===== config.mk =====
export PLATFORM = sky130hd
export DESIGN_NAME = rate_limited_timed_release_queue
export DESIGN_NICKNAME = d
export VERILOG_FILES = /design/src/hw/rtl/rltrq_pkg.sv /design/src/hw/rtl/rltrq_cell.sv /design/src/hw/rtl/rltrq_chain.sv /design/src/hw/rtl/rltrq_refill.sv /design/src/hw/rtl/rate_limited_timed_release_queue.sv
export SDC_FILE = /design/constraint.sdc
export NUM_CORES = 2
export LEC_CHECK = 0
export BUFFER_PORTS_ARGS = -buffer_cell sky130_fd_sc_hd__clkbuf_2
export CAP_MARGIN = 20
export CORE_MARGIN = 2
export CORE_UTILIZATION = 65
export DETAILED_ROUTE_END_ITERATION = 7
export PLACE_DENSITY = 0.82
export SYNTH_ARGS = -nofsm -noshare
export SYNTH_HDL_FRONTEND = slang
export SYNTH_SLANG_ARGS = --single-unit

===== constraint.sdc =====
create_clock -name clk -period 13.1 [get_ports clk]
set_clock_uncertainty 0.05 [all_clocks]
set_input_delay 0 -clock clk [delete_from_list [all_inputs] [get_ports clk]]
set_output_delay 0 -clock clk [all_outputs]
set_load 0.02 [all_outputs]

===== src/hw/rtl/rltrq_pkg.sv =====
package rltrq_pkg;

  localparam int QUEUE_DEPTH  = 16;
  localparam int TASK_ID_BITS = 8;

  localparam int TIME_W  = 32;
  localparam int ID_W    = 8;
  localparam int DELAY_W = 16;
  localparam int TOKEN_W = 8;
  localparam int RATE_W  = 10;
  localparam int HOLD_W  = 10;
  localparam int ADDR_W  = 4;
  localparam int DATA_W  = 32;

  // Elapsed time saturates at 2^20 ticks, so it needs 21 bits.
  localparam int ELAPSED_W = 21;
  localparam logic [ELAPSED_W-1:0] ELAPSED_CAP = ELAPSED_W'(1 << 20);

  // elapsed * rate stays below 2^30 for every register value.
  localparam int PROD_W = 30;

  // Division by 1000 as a multiplication by ceil(2^40 / 1000) and a shift.
  // The error term is small enough that the quotient is exact over PROD_W bits.
  localparam int RECIP_W     = 31;
  localparam int RECIP_SHIFT = 40;
  localparam logic [RECIP_W-1:0] RECIP = RECIP_W'(1099511628);
  localparam int WIDE_W = PROD_W + RECIP_W;
  localparam int GAIN_W = WIDE_W - RECIP_SHIFT;

  localparam logic [TOKEN_W-1:0] CAPACITY_RESET = TOKEN_W'(2);
  localparam logic [RATE_W-1:0]  RATE_RESET     = RATE_W'(2);
  localparam logic [HOLD_W-1:0]  RETRY_RESET    = HOLD_W'(100);

  localparam logic [1:0] REG_CAPACITY = 2'd0;
  localparam logic [1:0] REG_RATE     = 2'd1;
  localparam logic [1:0] REG_RETRY    = 2'd2;

  localparam logic OP_TICK     = 1'b0;
  localparam logic OP_SCHEDULE = 1'b1;

  localparam logic KIND_RELEASE = 1'b0;
  localparam logic KIND_DROP    = 1'b1;

  typedef struct packed {
    logic               opcode;
    logic [ID_W-1:0]    task_id;
    logic [DELAY_W-1:0] delay;
  } in_item_t;

  typedef struct packed {
    logic [ID_W-1:0] task_id_res;
    logic            kind;
    logic            last;
  } out_item_t;

  typedef struct packed {
    logic                    valid;
    logic [TIME_W-1:0]       due;
    logic [TASK_ID_BITS-1:0] task_id;
  } cell_t;

  typedef struct packed {
    logic insert;
    logic pop;
  } chain_cmd_t;

  typedef enum logic [2:0] {
    ST_IDLE,
    ST_DROP,
    ST_MUL,
    ST_DIV,
    ST_REFILL,
    ST_RELEASE
  } state_t;

endpackage


===== src/hw/rtl/rltrq_cell.sv =====
module rltrq_cell (
  input  logic                clk,
  input  logic                rst,
  input  rltrq_pkg::chain_cmd_t cmd,
  input  rltrq_pkg::cell_t    new_item,
  input  rltrq_pkg::cell_t    left,
  input  logic                left_ins,
  input  rltrq_pkg::cell_t    right,
  input  logic                right_ins,
  output logic                ins,
  output rltrq_pkg::cell_t    q
);

  logic                                valid;
  logic [rltrq_pkg::TIME_W-1:0]        due;
  logic [rltrq_pkg::TASK_ID_BITS-1:0]  task_id;
  logic [rltrq_pkg::TIME_W-1:0]        diff;
  logic                                later;
  rltrq_pkg::cell_t                    load;
  logic                                take;

  // The new item lands before this entry when every stored entry from here
  // to the tail is due strictly later than the new item.
  assign diff  = new_item.due - due;
  assign later = diff[rltrq_pkg::TIME_W-1];
  assign ins   = (!valid || later) && right_ins;

  always_comb begin
    take = 1'b0;
    load = right;
    if (cmd.pop) begin
      take = 1'b1;
      load = right;
    end else if (cmd.insert && ins) begin
      take = 1'b1;
      load = left_ins ? left : new_item;
    end
  end

  always_ff @(posedge clk) begin
    if (rst) begin
      valid <= 1'b0;
    end else if (take) begin
      valid <= load.valid;
    end
  end

  always_ff @(posedge clk) begin
    if (take) begin
      due     <= load.due;
      task_id <= load.task_id;
    end
  end

  assign q = '{valid: valid, due: due, task_id: task_id};

endmodule


===== src/hw/rtl/rltrq_chain.sv =====
module rltrq_chain (
  input  logic                  clk,
  input  logic                  rst,
  input  rltrq_pkg::chain_cmd_t cmd,
  input  rltrq_pkg::cell_t      new_item,
  output rltrq_pkg::cell_t      head,
  output rltrq_pkg::cell_t      second,
  output logic                  full
);

  localparam int N = rltrq_pkg::QUEUE_DEPTH;

  rltrq_pkg::cell_t cells [N];
  logic             ins   [N+1];

  assign ins[N] = 1'b1;

  for (genvar i = 0; i < N; i++) begin : g_cell
    rltrq_pkg::cell_t left;
    rltrq_pkg::cell_t right;
    logic             left_ins;

    if (i == 0) begin : g_first
      assign left     = '0;
      assign left_ins = 1'b0;
    end else begin : g_mid
      assign left     = cells[i-1];
      assign left_ins = ins[i-1];
    end

    if (i == N - 1) begin : g_tail
      assign right = '0;
    end else begin : g_body
      assign right = cells[i+1];
    end

    rltrq_cell u_cell (
      .clk       (clk),
      .rst       (rst),
      .cmd       (cmd),
      .new_item  (new_item),
      .left      (left),
      .left_ins  (left_ins),
      .right     (right),
      .right_ins (ins[i+1]),
      .ins       (ins[i]),
      .q         (cells[i])
    );
  end

  assign head   = cells[0];
  assign second = cells[1];
  assign full   = cells[N-1].valid;

endmodule


===== src/hw/rtl/rltrq_refill.sv =====
module rltrq_refill (
  input  logic                             clk,
  input  logic [rltrq_pkg::TIME_W-1:0]     cur_time,
  input  logic [rltrq_pkg::TIME_W-1:0]     refill_time,
  input  logic [rltrq_pkg::RATE_W-1:0]     rate,
  output logic [rltrq_pkg::GAIN_W-1:0]     gain
);

  logic [rltrq_pkg::TIME_W-1:0]    elapsed;
  logic [rltrq_pkg::ELAPSED_W-1:0] elapsed_sat;
  logic [rltrq_pkg::PROD_W-1:0]    prod;
  logic [rltrq_pkg::WIDE_W-1:0]    wide;

  assign elapsed     = cur_time - refill_time;
  assign elapsed_sat = (elapsed > rltrq_pkg::TIME_W'(rltrq_pkg::ELAPSED_CAP))
                       ? rltrq_pkg::ELAPSED_CAP
                       : elapsed[rltrq_pkg::ELAPSED_W-1:0];

  // Two registered steps: elapsed * rate, then the divide by 1000.
  assign wide = rltrq_pkg::WIDE_W'(prod) * rltrq_pkg::WIDE_W'(rltrq_pkg::RECIP);

  always_ff @(posedge clk) begin
    prod <= rltrq_pkg::PROD_W'(rltrq_pkg::PROD_W'(elapsed_sat)
                               * rltrq_pkg::PROD_W'(rate));
    gain <= wide[rltrq_pkg::RECIP_SHIFT +: rltrq_pkg::GAIN_W];
  end

endmodule


===== src/hw/rtl/rate_limited_timed_release_queue.sv =====
// Timed release queue with a token bucket. A schedule beat stores a task in a
// sorted row of QUEUE_DEPTH cells when accepted; on a full queue it is dropped
// and one result with kind set is returned from the drop state. A tick beat
// only advances time while release is held, otherwise it passes the multiply,
// divide and refill states (the refill multiply and the divide by 1000 run as
// a two-stage pipeline) and, if the head is due, the release state, where the
// cell row pops its head once per cycle while the output register is free, at
// most QUEUE_DEPTH tasks per tick. A due task left with no token starts a hold.
// The input is taken again as soon as the previous beat is done; a result may
// still wait in the output register. No clearing pass follows reset.
module rate_limited_timed_release_queue (
  input  logic                          clk,
  input  logic                          rst,
  input  logic                          item_valid,
  output logic                          item_stall,
  input  rltrq_pkg::in_item_t           item,
  output logic                          res_valid,
  input  logic                          res_stall,
  output rltrq_pkg::out_item_t          res,
  input  logic                          psel,
  input  logic                          penable,
  input  logic                          pwrite,
  input  logic [rltrq_pkg::ADDR_W-1:0]  paddr,
  input  logic [rltrq_pkg::DATA_W-1:0]  pwdata,
  output logic [rltrq_pkg::DATA_W-1:0]  prdata,
  output logic                          pready
);

  rltrq_pkg::state_t                 state, state_next;
  logic [rltrq_pkg::TIME_W-1:0]      cur_time, cur_time_next;
  logic [rltrq_pkg::TIME_W-1:0]      refill_time, refill_time_next;
  logic [rltrq_pkg::TOKEN_W-1:0]     token_count, token_count_next;
  logic [rltrq_pkg::HOLD_W-1:0]      retry_hold, retry_hold_next;
  logic [rltrq_pkg::TOKEN_W-1:0]     bucket_capacity, bucket_capacity_next;
  logic [rltrq_pkg::RATE_W-1:0]      refill_rate;
  logic [rltrq_pkg::HOLD_W-1:0]      retry_wait;
  logic [rltrq_pkg::ID_W-1:0]        drop_id, drop_id_next;
  rltrq_pkg::out_item_t              res_next;
  logic                              res_load;
  logic                              res_free;

  rltrq_pkg::chain_cmd_t             cmd;
  rltrq_pkg::cell_t                  new_item;
  rltrq_pkg::cell_t                  head;
  rltrq_pkg::cell_t                  second;
  logic                              full;
  logic [rltrq_pkg::GAIN_W-1:0]      gain;

  logic                              accept;
  logic                              cfg_write;
  logic [1:0]                        cfg_index;
  logic [rltrq_pkg::TASK_ID_BITS-1:0] id_kept;
  logic [rltrq_pkg::TIME_W-1:0]      head_diff;
  logic [rltrq_pkg::TIME_W-1:0]      second_diff;
  logic                              head_due;
  logic                              second_due;
  logic [rltrq_pkg::GAIN_W:0]        fill_sum;
  logic                              is_last;

  assign pready    = 1'b1;
  assign cfg_write = psel && penable && pwrite && pready;
  assign cfg_index = paddr[3:2];

  always_comb begin
    unique case (cfg_index)
      rltrq_pkg::REG_CAPACITY: prdata = rltrq_pkg::DATA_W'(bucket_capacity);
      rltrq_pkg::REG_RATE:     prdata = rltrq_pkg::DATA_W'(refill_rate);
      rltrq_pkg::REG_RETRY:    prdata = rltrq_pkg::DATA_W'(retry_wait);
      default:                 prdata = '0;
    endcase
  end

  assign item_stall = (state != rltrq_pkg::ST_IDLE);
  assign accept     = item_valid && !item_stall;
  assign res_free   = !res_valid || !res_stall;

  assign id_kept  = rltrq_pkg::TASK_ID_BITS'(item.task_id);
  assign new_item = '{valid:   1'b1,
                      due:     cur_time + rltrq_pkg::TIME_W'(item.delay),
                      task_id: id_kept};

  // A task is due once current time is not strictly before its due time.
  assign head_diff   = cur_time - head.due;
  assign second_diff = cur_time - second.due;
  assign head_due    = head.valid && !head_diff[rltrq_pkg::TIME_W-1];
  assign second_due  = second.valid && !second_diff[rltrq_pkg::TIME_W-1];

  assign fill_sum = (rltrq_pkg::GAIN_W+1)'(token_count) + (rltrq_pkg::GAIN_W+1)'(gain);

  rltrq_chain u_chain (
    .clk      (clk),
    .rst      (rst),
    .cmd      (cmd),
    .new_item (new_item),
    .head     (head),
    .second   (second),
    .full     (full)
  );

  rltrq_refill u_refill (
    .clk         (clk),
    .cur_time    (cur_time),
    .refill_time (refill_time),
    .rate        (refill_rate),
    .gain        (gain)
  );

  always_comb begin
    state_next           = state;
    cur_time_next        = cur_time;
    refill_time_next     = refill_time;
    token_count_next     = token_count;
    retry_hold_next      = retry_hold;
    bucket_capacity_next = bucket_capacity;
    drop_id_next         = drop_id;
    cmd                  = '0;
    res_load             = 1'b0;
    res_next             = '0;
    is_last              = 1'b0;

    unique case (state)
      rltrq_pkg::ST_IDLE: begin
        if (accept) begin
          if (item.opcode == rltrq_pkg::OP_SCHEDULE) begin
            if (full) begin
              drop_id_next = rltrq_pkg::ID_W'(id_kept);
              state_next   = rltrq_pkg::ST_DROP;
            end else begin
              cmd.insert = 1'b1;
            end
          end else begin
            cur_time_next = cur_time + 1'b1;
            if (retry_hold != '0) begin
              retry_hold_next = retry_hold - 1'b1;
            end
            // Release resumes on the tick that brings the hold to zero.
            if (retry_hold == '0 || retry_hold == rltrq_pkg::HOLD_W'(1)) begin
              state_next = rltrq_pkg::ST_MUL;
            end
          end
        end
      end
      rltrq_pkg::ST_DROP: begin
        if (res_free) begin
          res_load   = 1'b1;
          res_next   = '{task_id_res: drop_id, kind: rltrq_pkg::KIND_DROP, last: 1'b1};
          state_next = rltrq_pkg::ST_IDLE;
        end
      end
      rltrq_pkg::ST_MUL: begin
        state_next = rltrq_pkg::ST_DIV;
      end
      rltrq_pkg::ST_DIV: begin
        state_next = rltrq_pkg::ST_REFILL;
      end
      rltrq_pkg::ST_REFILL: begin
        // Only the first refill of a tick can add tokens: once tokens are
        // added the refill time equals the current time.
        if (head_due) begin
          if (gain != '0) begin
            refill_time_next = cur_time;
            token_count_next = (fill_sum > (rltrq_pkg::GAIN_W+1)'(bucket_capacity))
                               ? bucket_capacity
                               : fill_sum[rltrq_pkg::TOKEN_W-1:0];
          end
          state_next = rltrq_pkg::ST_RELEASE;
        end else begin
          state_next = rltrq_pkg::ST_IDLE;
        end
      end
      rltrq_pkg::ST_RELEASE: begin
        if (token_count == '0) begin
          retry_hold_next = retry_wait;
          state_next      = rltrq_pkg::ST_IDLE;
        end else if (res_free) begin
          is_last          = (token_count == rltrq_pkg::TOKEN_W'(1)) || !second_due;
          res_load         = 1'b1;
          res_next         = '{task_id_res: rltrq_pkg::ID_W'(head.task_id),
                               kind:        rltrq_pkg::KIND_RELEASE,
                               last:        is_last};
          token_count_next = token_count - 1'b1;
          cmd.pop          = 1'b1;
          if (is_last) begin
            if (second_due) begin
              retry_hold_next = retry_wait;
            end
            state_next = rltrq_pkg::ST_IDLE;
          end
        end
      end
      default: begin
        state_next = rltrq_pkg::ST_IDLE;
      end
    endcase

    if (cfg_write && cfg_index == rltrq_pkg::REG_CAPACITY) begin
      bucket_capacity_next = pwdata[rltrq_pkg::TOKEN_W-1:0];
      token_count_next     = pwdata[rltrq_pkg::TOKEN_W-1:0];
    end
  end

  always_ff @(posedge clk) begin
    if (rst) begin
      state           <= rltrq_pkg::ST_IDLE;
      cur_time        <= '0;
      refill_time     <= '0;
      token_count     <= rltrq_pkg::CAPACITY_RESET;
      retry_hold      <= '0;
      bucket_capacity <= rltrq_pkg::CAPACITY_RESET;
    end else begin
      state           <= state_next;
      cur_time        <= cur_time_next;
      refill_time     <= refill_time_next;
      token_count     <= token_count_next;
      retry_hold      <= retry_hold_next;
      bucket_capacity <= bucket_capacity_next;
    end
  end

  always_ff @(posedge clk) begin
    if (rst) begin
      refill_rate <= rltrq_pkg::RATE_RESET;
      retry_wait  <= rltrq_pkg::RETRY_RESET;
    end else if (cfg_write) begin
      if (cfg_index == rltrq_pkg::REG_RATE) begin
        refill_rate <= pwdata[rltrq_pkg::RATE_W-1:0];
      end
      if (cfg_index == rltrq_pkg::REG_RETRY) begin
        retry_wait <= pwdata[rltrq_pkg::HOLD_W-1:0];
      end
    end
  end

  always_ff @(posedge clk) begin
    drop_id <= drop_id_next;
    if (res_load) begin
      res <= res_next;
    end
  end

  always_ff @(posedge clk) begin
    if (rst) begin
      res_valid <= 1'b0;
    end else if (res_load) begin
      res_valid <= 1'b1;
    end else if (!res_stall) begin
      res_valid <= 1'b0;
    end
  end

  a_tokens_capped: assert property (@(posedge clk) disable iff (rst)
    token_count <= bucket_capacity)
    else $error("token count above bucket capacity");

  a_release_has_head: assert property (@(posedge clk) disable iff (rst)
    state == rltrq_pkg::ST_RELEASE |-> head.valid)
    else $error("release state with an empty queue");

  a_full_drops: assert property (@(posedge clk) disable iff (rst)
    accept && item.opcode == rltrq_pkg::OP_SCHEDULE && full
    |=> state == rltrq_pkg::ST_DROP)
    else $error("schedule on a full queue was not dropped");

  a_drop_is_last: assert property (@(posedge clk) disable iff (rst)
    res_valid && res.kind == rltrq_pkg::KIND_DROP |-> res.last)
    else $error("drop result not marked last");

endmodule


==> flow_summary.ini <==
[clocking]
clkTransAtPathRegs_ps = 60
cts_root_buf = clkbuf_16
cts_tree = built
numCtsBuffers = 94
cts_sinks = 839
htree_num_levels = 3
clock_latency_ps = 740
postCtsSetupRepairBufs = 0
clk_path_buf_depth = 3

[drt]
drtAntennaViolNets = 0
routed-via-count = 62700
drtPass1Iterations = 7
wire_per_inst_um = 21.0
routed_wl_mm = 209
drc = 0
viasPerCell = 6.30
drtIter0Drc = 5708

[pwr]
sw_frac_of_total_pct = 37.0
ir_drop_mv = 0.121
power_density_mw_per_mm2 = 120
netSwitchingPower_mw = 3.69
clkPwrFrac_pct = 27.3
pwr-share-comb_pct = 33.7
p_int_mw = 6.27
leakage_nw = 41.5
seq_power_share_pct = 39.0

[place]
place_area_mm2 = 0.0789
dp.cells = 9721
gp_congestion = 0.968
dp_slack_ps = 1650
port-buffer-count = 65
place.detailed.hpwl_mm = 155

[global_routing]
track_usage_pct = 34.3
grt_pass1_vias = 64000
grt_pass1_wl_mm = 333
busiest_layer = met2
grt_max_degree = 125
grt_util_met3_pct = 5.23
grtUsageMet2_pct = 59.3
met1_usage_pct = 41.6
gr-total-overflow = 0
grt_antenna_before_repair = 1

[run_status]
status = finished, final reports clean

[finish]
design_area_mm2 = 0.0827
fillers = 8549
drive_above_1_share_pct = 5.47
antenna_cells = 0
area_growth_pct = 7.68
fin_cells = 9957
ff_latch_area_mm2 = 0.0234
finalNetCount = 9881
multi_input_area_mm2 = 0.0475

[timing]
hold_viol = 0
timing.setup.tns_ps = 0
setup_violations = 0
rsz0062_at_grt = no
setup_slack_ps = 1470
finalCriticalPeriod_ps = 11630
worstMarginPinSlew_ps = 1200
hold-worst-slack_ps = 84.7
fmaxAchievable_mhz = 86.0
max_slew_margin_pct = 19.4
period_share_pct = 88.8
finalMaxSlewViolations = 0

[floorplan]
rows = 126
start_util_pct = 65.3
fp.dieW_um = 348
die-area_mm2 = 0.121
core-area_mm2 = 0.118
die_h_um = 348
ios = 113

[worst_setup_path]
cp_slowest_cell = o21a_4
cp.buffers_inverters = 4
cp_top_family = compound AO/OA/AOI/OAI gates
timing.critical_path.mode_cell = fa_1
start_kind = register
path_class = register to register
crit_arrival_ps = 12230
cp_max_fo = 77
critPathRequiredTime_ps = 13690
crit_path_end_kind = register
critPathMaxStageDelay_ps = 690

[logic_synthesis]
async_flop_share_pct = 0
synth.top_cell.area_share_pct = 25.7
ys_top_cells_by_area = edfxtp_1 (26%), ha_1 (17%), fa_1 (11%)
yosysTopAreaCell = edfxtp_1
synth.avg_cell_area_um2 = 9.18
netlist_area_mm2 = 0.0768
synth_cells = 8368
ys_seq_elements = 839
synth_edf_count = 658
synthFlopType = edfxtp_1
yosysWarningCount = 0
yosysMostFrequentCell = inv_1
synth_top_cells_by_count = inv_1 (1,256), ha_1 (1,044), nand2_1 (882)
ys_types = 89
seq_area_frac_synth_pct = 30.4

[job]
cap_viol_max_count = 0

[hold_path]
min_path_type = primary input to register
==> state kept, by name, summed over array words and instances (netlist names) <==
| signal | count |
|---|---|
| bucket_capacity | 8 |
| cur_time | 32 |
| drop_id | 8 |
| refill_rate | 10 |
| refill_time | 32 |
| res | 10 |
| res_valid | 1 |
| retry_hold | 10 |
| retry_wait | 10 |
| state | 3 |
| token_count | 8 |
| u_chain.g_cell.u_cell.due | 512 |
| u_chain.g_cell.u_cell.task_id | 128 |
| u_chain.g_cell.u_cell.valid | 16 |
| u_refill.gain | 21 |
| u_refill.prod | 30 |
==> per-stage QoR <==
step | util, % | power (mW)
after global placement | 67.1 | 7.01
after floorplan | - | 6.20
after CTS | 70.2 | 9.91
after global routing | 70.3 | 10.5
final | 70.3 | 9.96
after detailed placement | 67.1 | 7.18
==> worst min-delay path, cell delays in order <==
cell           delay [ps]
dlygate4sd3_1         520
clkbuf_2              140
mux2i_1                80
nor2_1                 70
==> metal layers <==
| metal | vias to the layer above | routed length (um) |
|---|---|---|
| li1 | 28800 | - |
| met1 | 30600 | 80500 |
| met2 | 2701 | 102000 |
| met3 | 690 | 15000 |
| met4 | 2 | 11400 |
| met5 | - | 13 |
==> placed cells by master (no fill, tap or decap), types with 44 or more instances in the layout <==
master	synthesis	routed
nor2_1	416	412
o21ai_0	699	698
nand4_1	88	88
nand2_1	882	872
and3_1	98	97
inv_1	1256	1256
a21oi_1	588	588
nand3_1	199	195
dlygate4sd3_1	0	49
nor3_1	75	73
o211ai_1	44	44
fa_1	428	428
ha_1	1044	1044
nor2b_1	51	51
edfxtp_1	658	658
xor2_1	57	45
dfxtp_1	181	181
xnor2_1	89	72
buf_4	28	141
clkbuf_2	0	64
a211oi_1	88	88
mux2i_1	367	367
clkbuf_16	0	94
a21o_1	112	112
==> layout make-up <==
type / instances / share of cell area (%)
inverter: 1258 / 5.71
tap: 1536 / 2.32
clock inverter: 51 / 0.738
multi-input combinational: 5884 / 57.4
timing repair buffer: 264 / 2.48
clock buffer: 125 / 3.04
sequential: 839 / 28.3
==> logic make-up after synthesis <==
logic type / count (synthesis) / share of synthesized area [%]
AO/OA/AOI/OAI: 1835 / 13.9
XOR/XNOR: 157 / 1.99
adder cells (fa/ha/maj): 1472 / 28.2
buffers and inverters: 1666 / 8.37
flip-flops: 839 / 30.4
multiplexers: 401 / 5.28
other: 2 / 0.00978
AND/OR/NAND/NOR: 1996 / 11.8
==> final timing paths <==
check / start / to / slack (ps) / depth (start not counted)
max: cur_time[0]$_SDFFE_PP0P_ / u_refill.prod[28]$_DFF_P_ / 1470 / 35
max reg2reg: cur_time[0]$_SDFFE_PP0P_ / u_refill.prod[28]$_DFF_P_ / 1470 / 35
min: pwdata[0] / refill_rate[0]$_SDFFE_PP0P_ / 80 / 4
min reg2reg: refill_time[3]$_SDFFE_PP0P_ / refill_time[3]$_SDFFE_PP0P_ / 400 / 2
==> power by group through the flow <==
stage                     Sequential (mW)  Clock (mW)  Combinational (mW)
after floorplan                      3.77           0                2.42
after global placement               3.91           0                3.09
after detailed placement             3.92           0                3.26
after CTS                            3.87        2.73                3.31
after global routing                 3.91        2.83                3.79
final                                3.88        2.72                3.36
==> repair_timing <==
item,4_1_cts,5_1_grt
hold endpoints to repair,185,0
gates resized for setup,0,0
hold buffers,49,0
(Power assumes the default switching activity.)
